===== config.mk =====
export PLATFORM = sky130hd
export DESIGN_NAME = luma_contrast_stretch_top
export DESIGN_NICKNAME = d
export VERILOG_FILES = /design/src/rtl/core/lcs_pkg.sv /design/src/rtl/core/lcs_div.sv /design/src/rtl/core/luma_contrast_stretch_top.sv
export SDC_FILE = /design/constraint.sdc
export NUM_CORES = 1
export LEC_CHECK = 0
export BUFFER_PORTS_ARGS = -buffer_cell sky130_fd_sc_hd__buf_2
export CAP_MARGIN = 20
export CORE_MARGIN = 4
export CORE_UTILIZATION = 55
export DETAILED_ROUTE_END_ITERATION = 16
export GPL_TIMING_DRIVEN = 0
export HOLD_SLACK_MARGIN = 0.12
export PLACE_DENSITY = 0.82
export SETUP_SLACK_MARGIN = 0.2
export SLEW_MARGIN = 20
export SYNTH_ARGS = -nofsm -noshare
export SYNTH_HDL_FRONTEND = slang
export SYNTH_SLANG_ARGS = --single-unit

===== constraint.sdc =====
create_clock -name clk -period 6.1 [get_ports clk]
set_input_delay 0.305 -clock clk [delete_from_list [all_inputs] [get_ports clk]]
set_output_delay 0.305 -clock clk [all_outputs]
set_load 0.02 [all_outputs]

===== src/rtl/core/lcs_pkg.sv =====
`timescale 1ns / 1ps

package lcs_pkg;

	// command codes carried in s_tuser
	localparam logic [1:0] CMD_MEASURE = 2'd0;
	localparam logic [1:0] CMD_ADJUST  = 2'd1;
	localparam logic [1:0] CMD_CLEAR   = 2'd2;

	localparam int PIX_W = 8;

	// quotient bits above the fraction: stretched luma saturates at 2^(F+10)
	localparam int QUOT_EXTRA = 11;

	typedef enum logic [3:0] {
		ST_IDLE,
		ST_LUMA,
		ST_UPDATE,
		ST_PREP,
		ST_SCALE,
		ST_LAUNCH,
		ST_DIVIDE,
		ST_DELTA,
		ST_EMIT
	} state_t;

endpackage


===== src/rtl/core/lcs_div.sv =====
`timescale 1ns / 1ps

// radix-2 restoring divider, one quotient bit per cycle, saturated result
module lcs_div #(
	parameter int FRAC = 16
) (
	input  logic                           clk,
	input  logic                           arst_n,
	input  logic                           start,
	input  logic [FRAC+15:0]               prod,     // dividend is prod << FRAC
	input  logic [FRAC+7:0]                divisor,
	output logic [FRAC+lcs_pkg::QUOT_EXTRA-1:0] quot,
	output logic                           done
);
	import lcs_pkg::*;

	localparam int LW = FRAC + 8;
	localparam int PW = LW + 8;
	localparam int QW = FRAC + QUOT_EXTRA;
	localparam int CW = $clog2(QW + 1);
	localparam logic [QW-1:0] LIMIT = {1'b1, {(QW-1){1'b0}}};

	logic [CW-1:0] cnt_q;
	logic          done_q;
	logic [LW-1:0] rem_q;
	logic [QW-1:0] low_q;
	logic [QW-1:0] quot_q;
	logic          ovf_q;

	logic [LW:0]   shifted;
	logic [LW+1:0] diff;
	logic          ge;
	logic [LW-1:0] prod_hi;

	assign prod_hi = LW'(prod[PW-1:QUOT_EXTRA]);
	assign shifted = {rem_q, low_q[QW-1]};
	assign diff    = {1'b0, shifted} - {2'b00, divisor};
	assign ge      = !diff[LW+1];

	always_ff @(posedge clk or negedge arst_n) begin
		if (!arst_n) begin
			cnt_q  <= '0;
			done_q <= 1'b0;
		end else begin
			done_q <= (cnt_q == CW'(1));
			if (start) begin
				cnt_q <= CW'(QW);
			end else if (cnt_q != '0) begin
				cnt_q <= cnt_q - CW'(1);
			end
		end
	end

	always_ff @(posedge clk) begin
		if (start) begin
			rem_q  <= prod_hi;
			ovf_q  <= (prod_hi >= divisor);
			low_q  <= {prod[QUOT_EXTRA-1:0], {FRAC{1'b0}}};
			quot_q <= '0;
		end else if (cnt_q != '0) begin
			rem_q  <= ge ? diff[LW-1:0] : shifted[LW-1:0];
			low_q  <= {low_q[QW-2:0], 1'b0};
			quot_q <= {quot_q[QW-2:0], ge};
		end
	end

	assign quot = (ovf_q || (quot_q[QW-1] && (|quot_q[QW-2:0]))) ? LIMIT : quot_q;
	assign done = done_q;

endmodule


===== src/rtl/core/luma_contrast_stretch_top.sv =====
// luma contrast stretch, one pixel at a time
// measure: bit-serial luma, then a statistics update, then back to idle
// adjust: bit-serial luma, prep, scale, launch, the radix-2 divider, delta and emit,
//   emit waiting until the output register is free; flat range: straight to emit
// clear and unused commands stay in idle; a result waiting on m_tready does not block input
// reset (arst_n low, asynchronous): idle, no result pending, min all ones, max zero
`timescale 1ns / 1ps

module luma_contrast_stretch_top #(
	parameter int LUMA_FRACTION_BITS = 16
) (
	input  logic        clk,
	input  logic        arst_n,
	input  logic        s_tvalid,
	output logic        s_tready,
	input  logic [23:0] s_tdata,   // red_in [7:0], green_in [15:8], blue_in [23:16]
	input  logic [1:0]  s_tuser,   // cmd [1:0]
	output logic        m_tvalid,
	input  logic        m_tready,
	output logic [23:0] m_tdata    // red_out [7:0], green_out [15:8], blue_out [23:16]
);
	import lcs_pkg::*;

	localparam int F  = LUMA_FRACTION_BITS;
	localparam int LW = F + 8;            // luma, unsigned 8.F
	localparam int PW = LW + 8;           // luma difference times 255
	localparam int QW = F + QUOT_EXTRA;   // saturated stretched luma magnitude
	localparam int DW = F + 12;           // signed channel arithmetic

	// bt.601 weights rounded to nearest at F fraction bits
	localparam longint unsigned WR_FULL = ((64'd299 << F) + 64'd500) / 64'd1000;
	localparam longint unsigned WG_FULL = ((64'd587 << F) + 64'd500) / 64'd1000;
	localparam longint unsigned WB_FULL = ((64'd114 << F) + 64'd500) / 64'd1000;
	localparam logic [LW-1:0] WR = WR_FULL[LW-1:0];
	localparam logic [LW-1:0] WG = WG_FULL[LW-1:0];
	localparam logic [LW-1:0] WB = WB_FULL[LW-1:0];

	localparam logic [DW-1:0] HALF = {{(DW-F){1'b0}}, 1'b1, {(F-1){1'b0}}};

	// fsm
	state_t state_q, state_d;
	logic   accept;
	logic   out_free;
	logic   div_start;
	logic   load_out;

	// pixel and command held for the whole transaction
	logic [PIX_W-1:0] red_q, green_q, blue_q;
	logic [PIX_W-1:0] red_sh_q, green_sh_q, blue_sh_q;
	logic [2:0]       bit_cnt_q;
	logic             adjust_q;
	logic             pass_q;

	// statistics
	logic [LW-1:0] min_q, max_q;

	// adjust datapath
	logic [LW-1:0] luma_q;
	logic          neg_q;
	logic [LW-1:0] mag_q;
	logic [LW-1:0] range_q;
	logic [PW-1:0] prod_q;
	logic [DW-1:0] delta_q;

	// divider
	logic [QW-1:0] quot;
	logic          div_done;

	// output register
	logic        m_tvalid_q;
	logic [23:0] m_tdata_q;
	logic [23:0] result;

	logic [LW-1:0] luma_step;
	logic [DW-1:0] qx, yx;

	// rounding and clamping of one channel: c << F + delta, half up, 0..255
	function automatic logic [PIX_W-1:0] chan_finish(input logic [PIX_W-1:0] c,
			input logic [DW-1:0] d);
		logic [DW-1:0] vr;
		logic [PIX_W-1:0] r;
		vr = {{(DW-F-8){1'b0}}, c, HALF[F-1:0]} + d;
		if ($signed(vr) <= $signed(HALF)) begin
			r = '0;
		end else if (|vr[DW-1:F+8]) begin
			r = '1;
		end else begin
			r = vr[F+7:F];
		end
		return r;
	endfunction

	assign accept   = s_tvalid && s_tready;
	assign out_free = !m_tvalid_q || m_tready;

	// next state and handshake
	always_comb begin
		state_d   = state_q;
		s_tready  = 1'b0;
		div_start = 1'b0;
		load_out  = 1'b0;
		unique case (state_q)
			ST_IDLE: begin
				s_tready = 1'b1;
				if (s_tvalid) begin
					if (s_tuser == CMD_MEASURE) begin
						state_d = ST_LUMA;
					end else if (s_tuser == CMD_ADJUST) begin
						state_d = (min_q < max_q) ? ST_LUMA : ST_EMIT;
					end
				end
			end
			ST_LUMA: begin
				if (bit_cnt_q == 3'd0) begin
					state_d = adjust_q ? ST_PREP : ST_UPDATE;
				end
			end
			ST_UPDATE: state_d = ST_IDLE;
			ST_PREP:   state_d = ST_SCALE;
			ST_SCALE:  state_d = ST_LAUNCH;
			ST_LAUNCH: begin
				div_start = 1'b1;
				state_d   = ST_DIVIDE;
			end
			ST_DIVIDE: begin
				if (div_done) begin
					state_d = ST_DELTA;
				end
			end
			ST_DELTA: state_d = ST_EMIT;
			ST_EMIT: begin
				if (out_free) begin
					load_out = 1'b1;
					state_d  = ST_IDLE;
				end
			end
			default: state_d = ST_IDLE;
		endcase
	end

	always_ff @(posedge clk or negedge arst_n) begin
		if (!arst_n) begin
			state_q <= ST_IDLE;
		end else begin
			state_q <= state_d;
		end
	end

	// running luma statistics
	always_ff @(posedge clk or negedge arst_n) begin
		if (!arst_n) begin
			min_q <= '1;
			max_q <= '0;
		end else if (accept && s_tuser == CMD_CLEAR) begin
			min_q <= '1;
			max_q <= '0;
		end else if (state_q == ST_UPDATE) begin
			if (luma_q < min_q) begin
				min_q <= luma_q;
			end
			if (luma_q > max_q) begin
				max_q <= luma_q;
			end
		end
	end

	// one bit of each channel per cycle, msb first
	assign luma_step = {luma_q[LW-2:0], 1'b0}
		+ (red_sh_q[PIX_W-1] ? WR : '0)
		+ (green_sh_q[PIX_W-1] ? WG : '0)
		+ (blue_sh_q[PIX_W-1] ? WB : '0);

	assign qx = {1'b0, quot};
	assign yx = {{(DW-LW){1'b0}}, luma_q};

	always_ff @(posedge clk) begin
		unique case (state_q)
			ST_IDLE: begin
				if (accept) begin
					red_q      <= s_tdata[7:0];
					green_q    <= s_tdata[15:8];
					blue_q     <= s_tdata[23:16];
					red_sh_q   <= s_tdata[7:0];
					green_sh_q <= s_tdata[15:8];
					blue_sh_q  <= s_tdata[23:16];
					bit_cnt_q  <= 3'd7;
					luma_q     <= '0;
					adjust_q   <= (s_tuser == CMD_ADJUST);
					pass_q     <= !(min_q < max_q);
				end
			end
			ST_LUMA: begin
				luma_q     <= luma_step;
				red_sh_q   <= {red_sh_q[PIX_W-2:0], 1'b0};
				green_sh_q <= {green_sh_q[PIX_W-2:0], 1'b0};
				blue_sh_q  <= {blue_sh_q[PIX_W-2:0], 1'b0};
				bit_cnt_q  <= bit_cnt_q - 3'd1;
			end
			ST_PREP: begin
				// distance of the luma from the minimum, with its sign
				neg_q   <= (luma_q < min_q);
				mag_q   <= (luma_q < min_q) ? (min_q - luma_q) : (luma_q - min_q);
				range_q <= max_q - min_q;
			end
			ST_SCALE: begin
				// times 255 as a shift and a subtract
				prod_q <= {mag_q, 8'b0} - {8'b0, mag_q};
			end
			ST_DELTA: begin
				delta_q <= neg_q ? (DW'(0) - qx - yx) : (qx - yx);
			end
			default: ;
		endcase
	end

	lcs_div #(
		.FRAC(F)
	) u_div (
		.clk     (clk),
		.arst_n  (arst_n),
		.start   (div_start),
		.prod    (prod_q),
		.divisor (range_q),
		.quot    (quot),
		.done    (div_done)
	);

	// flat or unmeasured range passes the pixel through
	assign result = pass_q ? {blue_q, green_q, red_q}
		: {chan_finish(blue_q, delta_q), chan_finish(green_q, delta_q),
			chan_finish(red_q, delta_q)};

	always_ff @(posedge clk or negedge arst_n) begin
		if (!arst_n) begin
			m_tvalid_q <= 1'b0;
		end else if (load_out) begin
			m_tvalid_q <= 1'b1;
		end else if (m_tready) begin
			m_tvalid_q <= 1'b0;
		end
	end

	always_ff @(posedge clk) begin
		if (load_out) begin
			m_tdata_q <= result;
		end
	end

	assign m_tvalid = m_tvalid_q;
	assign m_tdata  = m_tdata_q;

endmodule


==> impl_metrics.tcl <==
set metrics [dict create \
    synth-edff-count 243 \
    clock-sinks 332 \
    ios 56 \
    cp-end-kind "flip-flop" \
    grt_util_all_layers 0.279 \
    syn_inst 2639 \
    synth_xor_area_frac 0.0599 \
    wl_um 68200 \
    multi_input_area_um2 14200 \
    setup_violations 0 \
    final_cell_mix "nand2_1 (376), ha_1 (298), edfxtp_1 (243)" \
    avgSynthCellArea_um2 9.36 \
    final_common_cell "nand2_1" \
    wl_per_cell_um 20.1 \
    regArea_um2 9400 \
    grt_use_met3 0.0535 \
    ys_ff_latch 332 \
    core_area_um2 44300 \
    rsz0062_at_grt "false" \
    p_total_uw 15600 \
    use_met1 0.356 \
    die_w_um 220 \
    period_needed_ps 5530 \
    hold_end "adjust_q$_DFFE_PP_" \
    dp_hpwl_um 51200 \
    hold_path.class "in -> reg" \
    setup_slack_ps 566 \
    initial_core_util 0.558 \
    root_buffer "clkbuf_16" \
    crit_required_ps 6390 \
    status "complete, no violations" \
    synthTopCellsByArea "edfxtp_1 (30%), ha_1 (15%), nand2_1 (5.7%), xnor2_1 (4.1%), a21oi_1 (3.9%)" \
    muxShareOfSynthArea 0.0275 \
    peakVddDrop_v 0.000489 \
    fin_hold_ws_ps 422 \
    leakagePower_uw 0.0125 \
    r2r_slack_ps 570 \
    r2r-end "delta_q[27]$_DFFE_PN_" \
    synthArstFlopShare 0.178 \
    top_usage_layer "met2" \
    crit_type "reg -> reg" \
    drive_above_1_share 0.0707 \
    synth_fp_nets 2984 \
    area_growth_pct 10.8 \
    grt_pass1_vias 20500 \
    cts_buffers 37 \
    hold_path_startpoint "s_tvalid" \
    powerDensity_nw_per_um2 569 \
    insertion_delay_ps 570 \
    port_buffers 55 \
    grt.met2_usage 0.472 \
    antenna_found_initial 2 \
    worstPathMaxFanout 10 \
    grt_pass1_wl_um 108000 \
    synth-simple-area-share 0.146 \
    synth_top_family_by_area "compound AO/OA/AOI/OAI gates" \
    maxCapViolCount 0 \
    r2r_start "u_div.ovf_q$_DFFE_PP_" \
    cp-start-kind "flip-flop" \
    skew_ps 21.2 \
    post-place-ws_ps 741 \
    yosysTopAreaCell "edfxtp_1" \
    final_nets 3117 \
    cts_setup_buffers 0 \
    grt-ovfl-total 0 \
    worstRegToRegCells 18 \
    cts_tree "built" \
    synth_top_area_share 0.295 \
    crit_arrival_ps 5820 \
    netlist_area_um2 24700 \
    synth_cell_types 81 \
    synthAdderAreaFrac 0.165 \
    worstHoldPathCells 3 \
    gp_congestion 0.967 \
    first_iter_violations 2033 \
    dieArea_um2 48400 \
    final_util 0.618 \
    clk_pin_slew_ps 60 \
    drtPass1Iterations 6 \
    antenna_left 0 \
    clockBufferDepth 3 \
    rows 77 \
    maxSlewHeadroom 0.319 \
    die_h_um 220 \
    worstMarginPinSlew_ps 1010 \
    grt_max_degree 60 \
    drt-vias-per-instance 6.13 \
    vias 20800 \
    clock.fmax_ghz 0.181 \
    hold_violations 0 \
    synth_compound_area_frac 0.176 \
    slew_viol_final 0 \
    yosysSeqAreaShare 0.381 \
    htree_num_levels 2 \
    synth_flop_cell "edfxtp_1" \
    drc 0 \
    fin_crit_sh 0.907 \
    fillers 3534 \
    yosys_warnings 0 \
]
layout make-up:
class | instances | area share
diodes | 1 | 0.0000914
inverters | 219 | 0.0300
repair buffers | 94 | 0.0248
plain buffers | 72 | 0.0110
multi-input cells | 2016 | 0.519
flip-flops and latches | 332 | 0.344
clock buffers | 56 | 0.0398
well taps | 592 | 0.0271
clock inverters | 12 | 0.00411
synthesized netlist by cell type (13+ instances only):
library cell / n
nand3_1: 26
a211oi_1: 25
ha_1: 298
nand4_1: 18
mux2i_1: 60
o211ai_1: 37
fa_1: 17
nand2b_1: 34
nor2b_1: 35
nand2_1: 378
dfxtp_1: 30
edfxtp_1: 243
nor4_1: 20
inv_1: 218
and3_1: 25
o21a_1: 35
o31ai_1: 15
o21bai_1: 18
a31oi_1: 20
nor2_1: 172
and2_1: 15
or3_1: 13
clkbuf_1: 55
a21o_1: 83
a21oi_1: 195
xnor2_1: 117
nor3_1: 36
o21ai_0: 135
dfstp_2: 24
dfrtp_1: 35
xor2_1: 52
sequential cells by signal, summed over array words and instances, names as in the netlist, 11 cells and up:
register and flops:
u_div.quot_q 27, luma_q 24, u_div.low_q 11, max_q 24, range_q 24, min_q 24
u_div.rem_q 24, mag_q 24, m_tdata 24, prod_q 32, delta_q 28
layer usage:
layer / up-vias / wire length [um]
met5: - / 0
met4: 0 / 2650
met3: 191 / 5710
met1: 9933 / 27500
li1: 9695 / -
met2: 982 / 32400
worst max path at each step:
stage,startpoint,endpoint,slack (ps),cells past startpoint
after floorplan,state_q[1]$_DFFE_PN0P_,mag_q[0]$_DFFE_PP_,1540,3
after global placement,state_q[0]$_DFFE_PN0P_,mag_q[5]$_DFFE_PP_,-270,3
after detailed placement,u_div.ovf_q$_DFFE_PP_,delta_q[27]$_DFFE_PN_,740,18
after CTS,u_div.ovf_q$_DFFE_PP_,delta_q[27]$_DFFE_PN_,660,18
after global routing,u_div.ovf_q$_DFFE_PP_,delta_q[27]$_DFFE_PN_,240,18
final,u_div.ovf_q$_DFFE_PP_,delta_q[27]$_DFFE_PN_,570,18
what timing repair did:
item | in CTS | in global routing
hold buffers | 29 | 0
resized for setup | 0 | 0
hold endpoints to repair | 86 | 0
cell families (layout without fill, tap and decap cells):
| logic type | after synthesis | in the layout |
|---|---|---|
| simple gates | 800 | 800 |
| compound gates | 665 | 665 |
| flops | 332 | 332 |
| fa+ha+maj | 315 | 315 |
| buf+inv | 291 | 453 |
| xor+xnor | 169 | 169 |
| mux | 67 | 67 |
| other cells | 0 | 1 |
critical path: stages (launching register included):
cell and delay (ps):
edfxtp_1 410, nor2_1 600, inv_1 160, o21ai_0 260
clkbuf_1 420, nand2_1 170, ha_1 380, inv_1 100
fa_1 470, nor2b_1 190, o21a_1 160, o21ai_0 190
a2111o_1 470, o2111ai_1 310, a41o_1 300, a21oi_1 110
a211oi_1 300, xnor2_1 160, o21ai_0 100
through the flow:
step,std cells,TNS [ps],instance area (um2)
finish,3394,0,27400
floorplan,2639,0,24700
global route,3394,0,27400
global placement,3286,-12940,25700
CTS,3392,0,27400
detailed placement,3295,0,25900
where the power goes:
| group | switching, uW | internal [uW] | leakage (uW) |
|---|---|---|---|
| sequential | 575 | 3540 | 0.00329 |
| combinational | 5480 | 3720 | 0.00862 |
| clock | 962 | 1290 | 0.000590 |
No activity file was read; power rests on OpenSTA's default activity.
